--- src/rtl/assert_macros.svh ---
// ---------------------------------------------------------------------------
// assert_macros.svh
// concurrent assertion helpers shared by the rtl
// ---------------------------------------------------------------------------
`ifndef ASSERT_MACROS_SVH
`define ASSERT_MACROS_SVH

// same-cycle implication, disabled while in reset
`define ASSERT_NOW(label, clk, rst, ante, cons, msg) \
  label: assert property (@(posedge clk) disable iff (rst) (ante) |-> (cons)) \
    else $error(msg);

// next-cycle implication, disabled while in reset
`define ASSERT_NEXT(label, clk, rst, ante, cons, msg) \
  label: assert property (@(posedge clk) disable iff (rst) (ante) |=> (cons)) \
    else $error(msg);

`endif

--- src/rtl/rfd_pkg.sv ---
// ---------------------------------------------------------------------------
// rfd_pkg
// types, constants and crc helpers for the frame deframer
// ---------------------------------------------------------------------------
package rfd_pkg;

  localparam int FRAME_MAX_BYTES = 128;
  localparam int OVERHEAD_BYTES  = 9;
  localparam int LEN_LIMIT       = FRAME_MAX_BYTES - OVERHEAD_BYTES;
  // byte position after the header crc never exceeds length + 3
  localparam int POS_W           = $clog2(FRAME_MAX_BYTES);

  localparam int CFG_IDX_W  = 2;
  localparam int CFG_DATA_W = 16;

  localparam logic [7:0]  CRC8_POLY  = 8'h8C;
  localparam logic [15:0] CRC16_POLY = 16'h8408;

  typedef logic [POS_W-1:0] pos_t;

  typedef enum logic [2:0] {
    ST_SOF,
    ST_LEN_LO,
    ST_LEN_HI,
    ST_SEQ,
    ST_HCRC,
    ST_BODY
  } step_t;

  typedef enum logic [1:0] {
    KIND_PAYLOAD = 2'd0,
    KIND_GOOD    = 2'd1,
    KIND_BAD     = 2'd2
  } kind_t;

  typedef enum logic [CFG_IDX_W-1:0] {
    REG_START_BYTE      = 2'd0,
    REG_HEADER_CRC_INIT = 2'd1,
    REG_FRAME_CRC_INIT  = 2'd2
  } cfg_reg_t;

  typedef struct packed {
    logic [7:0]  start_byte;
    logic [7:0]  header_crc_init;
    logic [15:0] frame_crc_init;
  } cfg_t;

  typedef struct packed {
    step_t       step;
    pos_t        pos;
    logic [7:0]  len_lo;
    pos_t        len;
    logic [7:0]  header_crc;
    logic [15:0] frame_crc;
    logic [15:0] cmd;
    logic [7:0]  seq;
    logic [7:0]  crc_low;
  } parse_t;

  typedef struct packed {
    kind_t       kind;
    logic [7:0]  payload_byte;
    logic [15:0] command_id;
    logic [6:0]  payload_length;
    logic [7:0]  sequence_res;
    logic        last;
  } result_t;

  // reflected crc8, one byte
  function automatic logic [7:0] crc8_add(input logic [7:0] c, input logic [7:0] b);
    logic [7:0] r;
    r = c ^ b;
    for (int i = 0; i < 8; i++) begin
      r = r[0] ? ((r >> 1) ^ CRC8_POLY) : (r >> 1);
    end
    return r;
  endfunction

  // reflected ccitt crc16, one byte
  function automatic logic [15:0] crc16_add(input logic [15:0] c, input logic [7:0] b);
    logic [15:0] r;
    r = c ^ {8'h00, b};
    for (int i = 0; i < 8; i++) begin
      r = r[0] ? ((r >> 1) ^ CRC16_POLY) : (r >> 1);
    end
    return r;
  endfunction

endpackage

--- src/rtl/rfd_step.sv ---
// ---------------------------------------------------------------------------
// rfd_step
// next parse state and result for one received byte
// ---------------------------------------------------------------------------
module rfd_step (
  input  rfd_pkg::parse_t  cur,
  input  rfd_pkg::cfg_t    cfg,
  input  logic [7:0]       in_byte,
  output rfd_pkg::parse_t  nxt,
  output rfd_pkg::result_t res,
  output logic             res_valid
);

  logic [15:0]             len_full;
  logic [rfd_pkg::POS_W:0] pos_ext;
  logic [rfd_pkg::POS_W:0] len_p2;
  logic [7:0]              hcrc_upd;
  logic [15:0]             fcrc_upd;
  logic                    crc_good;

  assign len_full = {in_byte, cur.len_lo};
  assign pos_ext  = {1'b0, cur.pos};
  assign len_p2   = {1'b0, cur.len} + (rfd_pkg::POS_W + 1)'(2);
  assign hcrc_upd = rfd_pkg::crc8_add(cur.header_crc, in_byte);
  assign fcrc_upd = rfd_pkg::crc16_add(cur.frame_crc, in_byte);
  assign crc_good = (cur.frame_crc[7:0] == cur.crc_low) && (cur.frame_crc[15:8] == in_byte);

  always_comb begin
    nxt       = cur;
    res_valid = 1'b0;
    res.kind           = rfd_pkg::KIND_PAYLOAD;
    res.payload_byte   = 8'h00;
    res.command_id     = 16'h0000;
    res.payload_length = 7'(16'(cur.len));
    res.sequence_res   = 8'h00;
    res.last           = 1'b0;

    case (cur.step)
      rfd_pkg::ST_SOF: begin
        if (in_byte == cfg.start_byte) begin
          nxt.header_crc = rfd_pkg::crc8_add(cfg.header_crc_init, in_byte);
          nxt.frame_crc  = rfd_pkg::crc16_add(cfg.frame_crc_init, in_byte);
          nxt.step       = rfd_pkg::ST_LEN_LO;
        end
      end
      rfd_pkg::ST_LEN_LO: begin
        nxt.len_lo     = in_byte;
        nxt.header_crc = hcrc_upd;
        nxt.frame_crc  = fcrc_upd;
        nxt.step       = rfd_pkg::ST_LEN_HI;
      end
      rfd_pkg::ST_LEN_HI: begin
        nxt.len        = len_full[rfd_pkg::POS_W-1:0];
        nxt.header_crc = hcrc_upd;
        nxt.frame_crc  = fcrc_upd;
        // oversize length drops the frame
        nxt.step = (len_full < 16'(rfd_pkg::LEN_LIMIT)) ? rfd_pkg::ST_SEQ : rfd_pkg::ST_SOF;
      end
      rfd_pkg::ST_SEQ: begin
        nxt.seq        = in_byte;
        nxt.header_crc = hcrc_upd;
        nxt.frame_crc  = fcrc_upd;
        nxt.step       = rfd_pkg::ST_HCRC;
      end
      rfd_pkg::ST_HCRC: begin
        if (in_byte == cur.header_crc) begin
          nxt.frame_crc = fcrc_upd;
          nxt.pos       = '0;
          nxt.step      = rfd_pkg::ST_BODY;
        end else begin
          nxt.step = rfd_pkg::ST_SOF;
        end
      end
      rfd_pkg::ST_BODY: begin
        if (pos_ext < (rfd_pkg::POS_W + 1)'(2)) begin
          // command id, low byte first
          if (cur.pos == '0) begin
            nxt.cmd = {8'h00, in_byte};
          end else begin
            nxt.cmd = {in_byte, cur.cmd[7:0]};
          end
          nxt.frame_crc = fcrc_upd;
          nxt.pos       = cur.pos + 1'b1;
        end else if (pos_ext < len_p2) begin
          nxt.frame_crc    = fcrc_upd;
          nxt.pos          = cur.pos + 1'b1;
          res_valid        = 1'b1;
          res.payload_byte = in_byte;
        end else if (pos_ext == len_p2) begin
          nxt.crc_low = in_byte;
          nxt.pos     = cur.pos + 1'b1;
        end else begin
          nxt.step         = rfd_pkg::ST_SOF;
          nxt.pos          = '0;
          res_valid        = 1'b1;
          res.kind         = crc_good ? rfd_pkg::KIND_GOOD : rfd_pkg::KIND_BAD;
          res.command_id   = cur.cmd;
          res.sequence_res = cur.seq;
          res.last         = 1'b1;
        end
      end
      default: begin
        nxt.step = rfd_pkg::ST_SOF;
        nxt.pos  = '0;
      end
    endcase
  end

endmodule

--- src/rtl/referee_frame_deframer_core.sv ---
// ---------------------------------------------------------------------------
// referee_frame_deframer_core
// byte-serial frame parser with header crc8 and frame crc16 checking
// ---------------------------------------------------------------------------
// usage
//   input channel: one received byte per transfer (in_valid, in_ready, in_byte)
//   output channel: one result per transfer (out_valid, out_ready, kind ...)
//   frame: start byte, length lo/hi, sequence, header crc8, command id lo/hi,
//   payload, crc16 lo/hi; bad header crc8 or oversize length drops silently
//   payload bytes come out as they arrive, the final crc16 byte gives one
//   verdict item (kind good or bad, last set) with command id and sequence
//   timing: a result is on the output register in the cycle after its byte's
//   transfer, and the crc8/crc16 byte update and step logic between input and
//   result register is combinational; one byte per cycle while not stalled
//   stall: the result register holds while out_ready is low; in_ready drops
//   only while a result waits and is not being taken in the same cycle
//   reset: parser returns to hunting for the start byte, output empties, and
//   the config registers take their defaults (start 0xa5, crc inits all ones)
//   config: write cfg_data to register cfg_index when cfg_write is high;
//   crc init values load at the next start byte
// ---------------------------------------------------------------------------
`include "assert_macros.svh"

module referee_frame_deframer_core (
  input  logic                           clk,
  input  logic                           rst,
  // config write port
  input  logic                           cfg_write,
  input  logic [rfd_pkg::CFG_IDX_W-1:0]  cfg_index,
  input  logic [rfd_pkg::CFG_DATA_W-1:0] cfg_data,
  // byte input
  input  logic                           in_valid,
  output logic                           in_ready,
  input  logic [7:0]                     in_byte,
  // result output
  output logic                           out_valid,
  input  logic                           out_ready,
  output logic [1:0]                     kind,
  output logic [7:0]                     payload_byte,
  output logic [15:0]                    command_id,
  output logic [6:0]                     payload_length,
  output logic [7:0]                     sequence_res,
  output logic                           last
);

  rfd_pkg::cfg_t    cfg;
  rfd_pkg::parse_t  state;
  rfd_pkg::parse_t  state_next;
  rfd_pkg::result_t res_next;
  rfd_pkg::result_t res;
  logic             res_next_valid;
  logic             in_xfer;

  // a new byte may enter whenever the result register is free or draining
  assign in_ready = !out_valid || out_ready;
  assign in_xfer  = in_valid && in_ready;

  // config registers
  always_ff @(posedge clk) begin
    if (rst) begin
      cfg.start_byte      <= 8'hA5;
      cfg.header_crc_init <= 8'hFF;
      cfg.frame_crc_init  <= 16'hFFFF;
    end else if (cfg_write) begin
      case (cfg_index)
        rfd_pkg::REG_START_BYTE:      cfg.start_byte      <= cfg_data[7:0];
        rfd_pkg::REG_HEADER_CRC_INIT: cfg.header_crc_init <= cfg_data[7:0];
        rfd_pkg::REG_FRAME_CRC_INIT:  cfg.frame_crc_init  <= cfg_data;
        default: ;
      endcase
    end
  end

  // per-byte step logic
  rfd_step u_step (
    .cur       (state),
    .cfg       (cfg),
    .in_byte   (in_byte),
    .nxt       (state_next),
    .res       (res_next),
    .res_valid (res_next_valid)
  );

  // parse state: step and position reset, captured fields and crcs just load
  always_ff @(posedge clk) begin
    if (rst) begin
      state.step <= rfd_pkg::ST_SOF;
      state.pos  <= '0;
    end else if (in_xfer) begin
      state <= state_next;
    end
  end

  // result register
  always_ff @(posedge clk) begin
    if (rst) begin
      out_valid <= 1'b0;
    end else if (in_xfer) begin
      out_valid <= res_next_valid;
    end else if (out_ready) begin
      out_valid <= 1'b0;
    end
  end

  always_ff @(posedge clk) begin
    if (in_xfer && res_next_valid) begin
      res <= res_next;
    end
  end

  assign kind           = res.kind;
  assign payload_byte   = res.payload_byte;
  assign command_id     = res.command_id;
  assign payload_length = res.payload_length;
  assign sequence_res   = res.sequence_res;
  assign last           = res.last;

  // checks
  `ASSERT_NOW(a_pos_idle, clk, rst, state.step != rfd_pkg::ST_BODY,
    state.pos == '0, "byte position not cleared outside frame body")
  `ASSERT_NOW(a_pos_bound, clk, rst, state.step == rfd_pkg::ST_BODY,
    {1'b0, state.pos} <= ({1'b0, state.len} + (rfd_pkg::POS_W + 1)'(3)),
    "byte position ran past frame end")
  `ASSERT_NEXT(a_verdict_ends, clk, rst, in_xfer && res_next_valid && res_next.last,
    state.step == rfd_pkg::ST_SOF && out_valid && last,
    "verdict did not close the frame")
  `ASSERT_NOW(a_last_kind, clk, rst, out_valid,
    last == (kind != rfd_pkg::KIND_PAYLOAD), "last flag disagrees with kind")

endmodule

--- config.mk ---
export PLATFORM = sky130hd
export DESIGN_NAME = referee_frame_deframer_core
export DESIGN_NICKNAME = d
export VERILOG_FILES = /design/src/rtl/rfd_pkg.sv /design/src/rtl/rfd_step.sv /design/src/rtl/referee_frame_deframer_core.sv
export VERILOG_INCLUDE_DIRS = /design/src /design/src/rtl
export SDC_FILE = /design/constraint.sdc
export NUM_CORES = 1
export LEC_CHECK = 0
export BUFFER_PORTS_ARGS = -buffer_cell sky130_fd_sc_hd__buf_2
export CAP_MARGIN = 20
export CORE_MARGIN = 10
export CORE_UTILIZATION = 41
export DETAILED_ROUTE_END_ITERATION = 10
export HOLD_SLACK_MARGIN = 0.06
export MAX_ROUTING_LAYER = met4
export RECOVER_POWER = 25
export SETUP_SLACK_MARGIN = 0.02
export SYNTH_ARGS = -nofsm -noshare
export SYNTH_HDL_FRONTEND = slang
export SYNTH_SLANG_ARGS = --single-unit
export TNS_END_PERCENT = 30
--- constraint.sdc ---
create_clock -name clk -period 6.56 [get_ports clk]
set_input_delay 1.312 -clock clk [delete_from_list [all_inputs] [get_ports clk]]
set_output_delay 1.312 -clock clk [all_outputs]
set_load 0.02 [all_outputs]
; ---- Yosys cells after proc, flatten, opt, wreduce, memory -nomap -nowiden
; Cells that the tools add are included.
[totals]
reg_bits = 156
inputBits = 31
out_inout_bits = 44
[op_classes]
add_sub_neg = 2
n_lt_le_gt_ge = 3
n_eq_ne = 18
mux = 58
bitwise = 41
n_reduce_logical = 29
[op_table]
columns = operator, n
row1 = $mux W16, 19
row2 = $mux W8, 16
row3 = $not A2 Y3, 32
row4 = $pmux W16 S4, 1
row5 = $eq A8 B8 Y1, 4
row6 = $xor A16 B8 Y16, 2
row7 = $mux W7, 4
row8 = $mux W24, 1
row9 = $pmux W7 S3, 1
row10 = $pmux W3 S6, 1
row11 = $lt A16 B7 Y1 const B, 1
row12 = $pmux W8 S2, 1
row13 = $xor A8 B8 Y8, 2
row14 = $mux W3, 5
row15 = $reduce_and A3 Y1, 4
row16 = $reduce_and A6 Y1, 2
row17 = $reduce_and A5 Y1, 2
row18 = $reduce_or A3 Y1, 3
row19 = $add A7 B2 Y8 const B, 1
row20 = $eq A7 B8 Y1, 1
row21 = $lt A7 B8 Y1, 1
row22 = $reduce_and A4 Y1, 2
row23 = $reduce_or A4 Y1, 2
row24 = $add A7 B1 Y7 const B, 1
row25 = 21 further kinds, 42

; ---- Depth between registers and ports, before layout
[depth]
ltp_word = 20
mapped_depth = 10

; ---- Cells and area by module
; A second synthesis with hierarchy kept.
[hier_totals]
hier_cells = 699
hier_area_um2 = 8254.2
[modules_own_cells]
columns = mod, instances, cells_each, area_per_inst_um2, seq_area_each_um2
row1 = referee_frame_deframer_core, 1, 293, 5132.4, 4254.1
row2 = rfd_step, 1, 406, 3121.7, 0.0

; ---- Least setup slack after synthesis
; No wires, ideal clock.
[synth_path]
path_kind = input -> register
startpoint = in in_byte[2]
endpoint = reg state[32] in the netlist's numbering (enable)
setup_time_ns = 0.478
arrival_ns = 4.863
slack_ns = 1.219
cell_stages = 6
path_buffers = 1
cell_sequence = buf_2 xnor2_2 nand2_2 nor4_1 o21bai_1 a2111oi_0
[synth_between]
elab_chain_len = 3
elab_cells_between_ends = 5
cone_classes = eq/ne: 4 / reduce/logical: 1
[synth_lines]
columns = element, line
row1 = start: declaration, referee_frame_deframer_core.sv:34  ; input logic [7:0] in_byte,
row2 = $eq A8 B8 Y1 (on tied branches), "rfd_step.sv:66, rfd_step.sv:40"
row3 = $ne A2 B1 Y1 (no source line), --
row4 = $reduce_and A6 Y1 (no source line) *, --
row5 = end signal: assignment, referee_frame_deframer_core.sv:90  ; state <= state_next;
row6 = end: declaration, referee_frame_deframer_core.sv:47  ; rfd_pkg::parse_t state;
; Every way passes the cells marked *; elsewhere a longest branch is shown, timed or not.
; A chain may end at the register's enable or synchronous reset.

; ---- Worst setup path in the final report
[layout_path]
startpoint = in in_byte[1]
endpoint = reg state[75] in the netlist's numbering
[layout_between]
elab_chain_len = 3
[layout_lines]
columns = element, line
row1 = $eq A8 B8 Y1, rfd_step.sv:66  ; if (in_byte == cur.header_crc) begin
row2 = $ne A2 B1 Y1 (no source line), --
row3 = $reduce_and A3 Y1 (no source line), --
; Every way passes these cells.

==> impl_metrics.json <==
{
  "routed-via-count": 4701,
  "status": "completed",
  "critPathBufInv": 1,
  "final-instance-count-excl-fill": 924,
  "hold-path-endpoint": "state[61]$_DFFE_PP_",
  "maximum_number_of_pins_on_one_net_before_global_route_repair": 43,
  "setup.worst_path.start": "in_byte[1]",
  "synthDominantCellAreaShare_pct": 45.6,
  "worst_setup_hold_path_clk_slew_ns": 0.06,
  "initial_utilization_pct": 41.6,
  "worst_path_largest_cell_delay_ns": 0.76,
  "synthDistinctLibCells": 57,
  "cp_cell_sequence": "clkbuf_1 -> xnor2_1 -> nand2_1 -> or4_1 -> a21oi_1 -> a21boi_4 -> nor3_1",
  "firstDrtPassIters": 5,
  "number_of_antenna_violations_at_the_first_check_in_global_routing": 0,
  "r2r_setup_slack_ns": 3.09,
  "min_path_type": "flip-flop to flip-flop",
  "fp.dieH_um": 155,
  "timing.critical_path.max_delay_family": "simple AND/OR/NAND/NOR gates",
  "synth_seq_area_share_pct": 57.2,
  "postSynth.asyncResetShare_pct": 0,
  "finalCoreUtilization_pct": 47.7,
  "detailedRoute.firstIterationViolations": 248,
  "met1_usage_pct": 17.8,
  "grt_use_met2_pct": 20.2,
  "fin_setup_tns_ns": 0,
  "fmax_ghz": 0.271,
  "fin_ws_ns": 2.86,
  "floorplan.core_area_sq_um": 17900,
  "clock_tree.buffer_depth": 2,
  "dp_cells": 892,
  "first_pass_grt_wire_length_mm": 25.4,
  "vdd_ir_drop_max_mv": 0.181,
  "cell_area_reported_after_detailed_placement_sq_um": 7950,
  "critical_path.startpoint_type": "input port",
  "critical_path_peak_fanout": 15,
  "post-route-period-util_pct": 56.3,
  "grt_pass1_vias": 4739,
  "static-leakage-power_nw": 3.15,
  "portBuffers": 74,
  "slew_headroom_pct": 23.7,
  "clock-root-buffer": "sky130_fd_sc_hd__clkbuf_16",
  "drt-vias-per-instance": 5.09,
  "total_power_mw": 2.43,
  "post_route_antenna_net_violation_count": 0,
  "die_x_um": 155,
  "synth.cell_area_sq_um": 7440,
  "syn_to_final_growth_pct": 14.7,
  "finalHoldViolCount": 0,
  "path_class": "input port to flip-flop",
  "timing.rr.start": "state[57]$_DFFE_PP_",
  "period_needed_ns": 3.70,
  "worstReg2RegEnd": "payload_byte[7]$_SDFFCE_PP0P_",
  "design.portCount": 75,
  "syn-instance-count": 612,
  "nets": 724,
  "antennaDiodeCount": 0,
  "hold_path.startpoint": "state[68]$_DFFE_PP_",
  "finalInstanceArea_sq_um": 8530,
  "preCtsSetupSlack_ns": 2.86,
  "worst_clock_skew_ns": 0.0133,
  "synth.top_cells.by_area": "sky130_fd_sc_hd__edfxtp_1 46%, sky130_fd_sc_hd__dfxtp_1 12%, sky130_fd_sc_hd__xnor2_1 8.9%, sky130_fd_sc_hd__xor2_1 5.8%, sky130_fd_sc_hd__nand2_1 3.3%",
  "critPathRequiredTime_ns": 6.83,
  "max_cap_viol_count": 0,
  "final_layout_size_suffix_gt1_share_pct": 17.0,
  "fp.dieArea_sq_um": 23900,
  "rsz_0062_raised_after_global_routing": "false",
  "cts_sinks": 156,
  "cts_tree": "yes",
  "max_slew_violation_total_from_the_final_report": 0,
  "holdBufCountCts": 0,
  "number_of_enable_type_register_cells_in_the_synthesized_netlist": 113,
  "grt_util_met3_pct": 3.36,
  "number_of_post_cts_setup_repair_buffers": 0,
  "row_count": 49,
  "arrival_ns": 3.97,
  "synth.ff_latch_count": 156,
  "post_cts_resize_count": 0,
  "timing_worst_slew_pin_value_ns": 1.14,
  "drt_drc_violations_left": 0,
  "cp_slowest_cell": "sky130_fd_sc_hd__clkbuf_1",
  "postRouteWirelength_mm": 15.8,
  "synth_warnings": 0,
  "gp_congestion": 0.820,
  "setup_viol_count_final": 0,
  "top_flip_flop_cell_by_instance_count_after_synthesis": "sky130_fd_sc_hd__edfxtp_1",
  "clk_latency_ns": 0.42,
  "worst_r2r_path_depth": 11,
  "syn_avg_cell_area_sq_um": 12.2,
  "power.density_nw_per_um2": 285,
  "worst_setup_ep_type": "flip-flop",
  "holdPathStages": 0,
  "cts_made_buffers": 17,
  "total_grt_usage_pct": 13.5,
  "routed_wire_length_per_instance_um": 17.1,
  "cts_max_level": 4,
  "post-dp-hpwl_mm": 11.4,
  "global_route.overflow_total": 0,
  "hold_ws_ns": 0.451,
  "synth_fp_nets": 653,
  "gr-max-usage-layer": "met2",
  "yosysTopAreaCell": "sky130_fd_sc_hd__edfxtp_1"
}
-- synth_stat cells (all sizes together), types with 3 or more instances --
master and number:
a211oi 3, a21oi 21, a31oi 3, and2 18, edfxtp 113, inv 6, nor4 8, nand2 67
a2111oi 4, nor2 27, nand4 5, ha 10, a211o 3, nor3 9, o21ai 8, nor2b 6
buf 11, nand2b 3, and3 30, mux2 4, a21o 3, clkbuf 16, xnor2 80, nand3 30
xor2 49, mux2i 8, dfxtp 43
-- metal layers --
metal  vias up  share of wire, %
li1       2302                 -
met5         -                 0
met4         0               1.3
met3        17               5.9
met2       143                46
met1      2239                47
-- worst max-delay path by stage --
stage	to	slack (ns)	cells past startpoint
after floorplan	state[32]$_DFFE_PP_	1.22	6
after global placement	state[72]$_SDFFE_PP0P_	2.95	7
after detailed placement	state[75]$_SDFFE_PP0P_	2.86	7
after CTS	command_id[14]$_SDFFCE_PP0P_	3.05	11
after global routing	state[42]$_DFFE_PP_	2.66	7
final	state[75]$_SDFFE_PP0P_	2.86	7
-- power breakdown --
| part | internal, mW | switching [mW] |
|---|---|---|
| clock network | 0.601 | 0.392 |
| registers | 1.09 | 0.0232 |
| logic | 0.143 | 0.179 |
-- layout by cell type, fill, tap and decap left out, types with 3 or more instances in the layout --
cell type / synthesis / layout
sky130_fd_sc_hd__a2111oi_4: 3 / 3
sky130_fd_sc_hd__a211o_1: 3 / 3
sky130_fd_sc_hd__a21oi_1: 21 / 20
sky130_fd_sc_hd__a31oi_1: 3 / 3
sky130_fd_sc_hd__and2_0: 0 / 3
sky130_fd_sc_hd__and2_1: 15 / 12
sky130_fd_sc_hd__and2_2: 3 / 3
sky130_fd_sc_hd__and3_1: 30 / 30
sky130_fd_sc_hd__buf_2: 4 / 60
sky130_fd_sc_hd__buf_4: 2 / 3
sky130_fd_sc_hd__bufinv_16: 0 / 3
sky130_fd_sc_hd__clkbuf_1: 14 / 18
sky130_fd_sc_hd__clkbuf_16: 0 / 17
sky130_fd_sc_hd__clkinv_4: 0 / 4
sky130_fd_sc_hd__dfxtp_1: 43 / 43
sky130_fd_sc_hd__edfxtp_1: 113 / 113
sky130_fd_sc_hd__ha_1: 10 / 10
sky130_fd_sc_hd__inv_1: 6 / 6
sky130_fd_sc_hd__inv_6: 0 / 3
sky130_fd_sc_hd__mux2_2: 4 / 4
sky130_fd_sc_hd__mux2i_1: 8 / 8
sky130_fd_sc_hd__nand2_1: 65 / 65
sky130_fd_sc_hd__nand2b_1: 3 / 3
sky130_fd_sc_hd__nand3_1: 30 / 30
sky130_fd_sc_hd__nand4_1: 5 / 5
sky130_fd_sc_hd__nor2_1: 27 / 27
sky130_fd_sc_hd__nor2b_1: 6 / 6
sky130_fd_sc_hd__nor3_1: 8 / 8
sky130_fd_sc_hd__nor4_1: 8 / 8
sky130_fd_sc_hd__o21ai_0: 8 / 8
sky130_fd_sc_hd__xnor2_1: 76 / 76
sky130_fd_sc_hd__xnor2_2: 3 / 3
sky130_fd_sc_hd__xor2_1: 49 / 49
-- flip-flops by register name (all words and copies together), names as in the netlist --
register and cells:
state 81, sequence_res 8, command_id 16, last 1, out_valid 1, payload_length 7, kind 2, cfg 32
payload_byte 8
-- cells by family after synthesis --
| kind of cell | count (synthesis) | share of synthesized area, % |
|---|---|---|
| simple gates | 216 | 14.7 |
| flops | 156 | 57.2 |
| xor+xnor | 131 | 16.3 |
| compound gates | 52 | 5.40 |
| buf+inv | 35 | 2.98 |
| mux | 12 | 1.68 |
| fa+ha+maj | 10 | 1.68 |
-- cell type report --
class / count / area (sq um)
clock buffers: 19 / 433
well taps: 229 / 287
inverters: 7 / 26.3
flip-flops and latches: 156 / 4250
repair buffers: 80 / 398
fillers: 1648 / 9370
clock inverters: 12 / 163
multi-input cells: 421 / 2970
No activity file was read; power rests on OpenSTA's default activity.
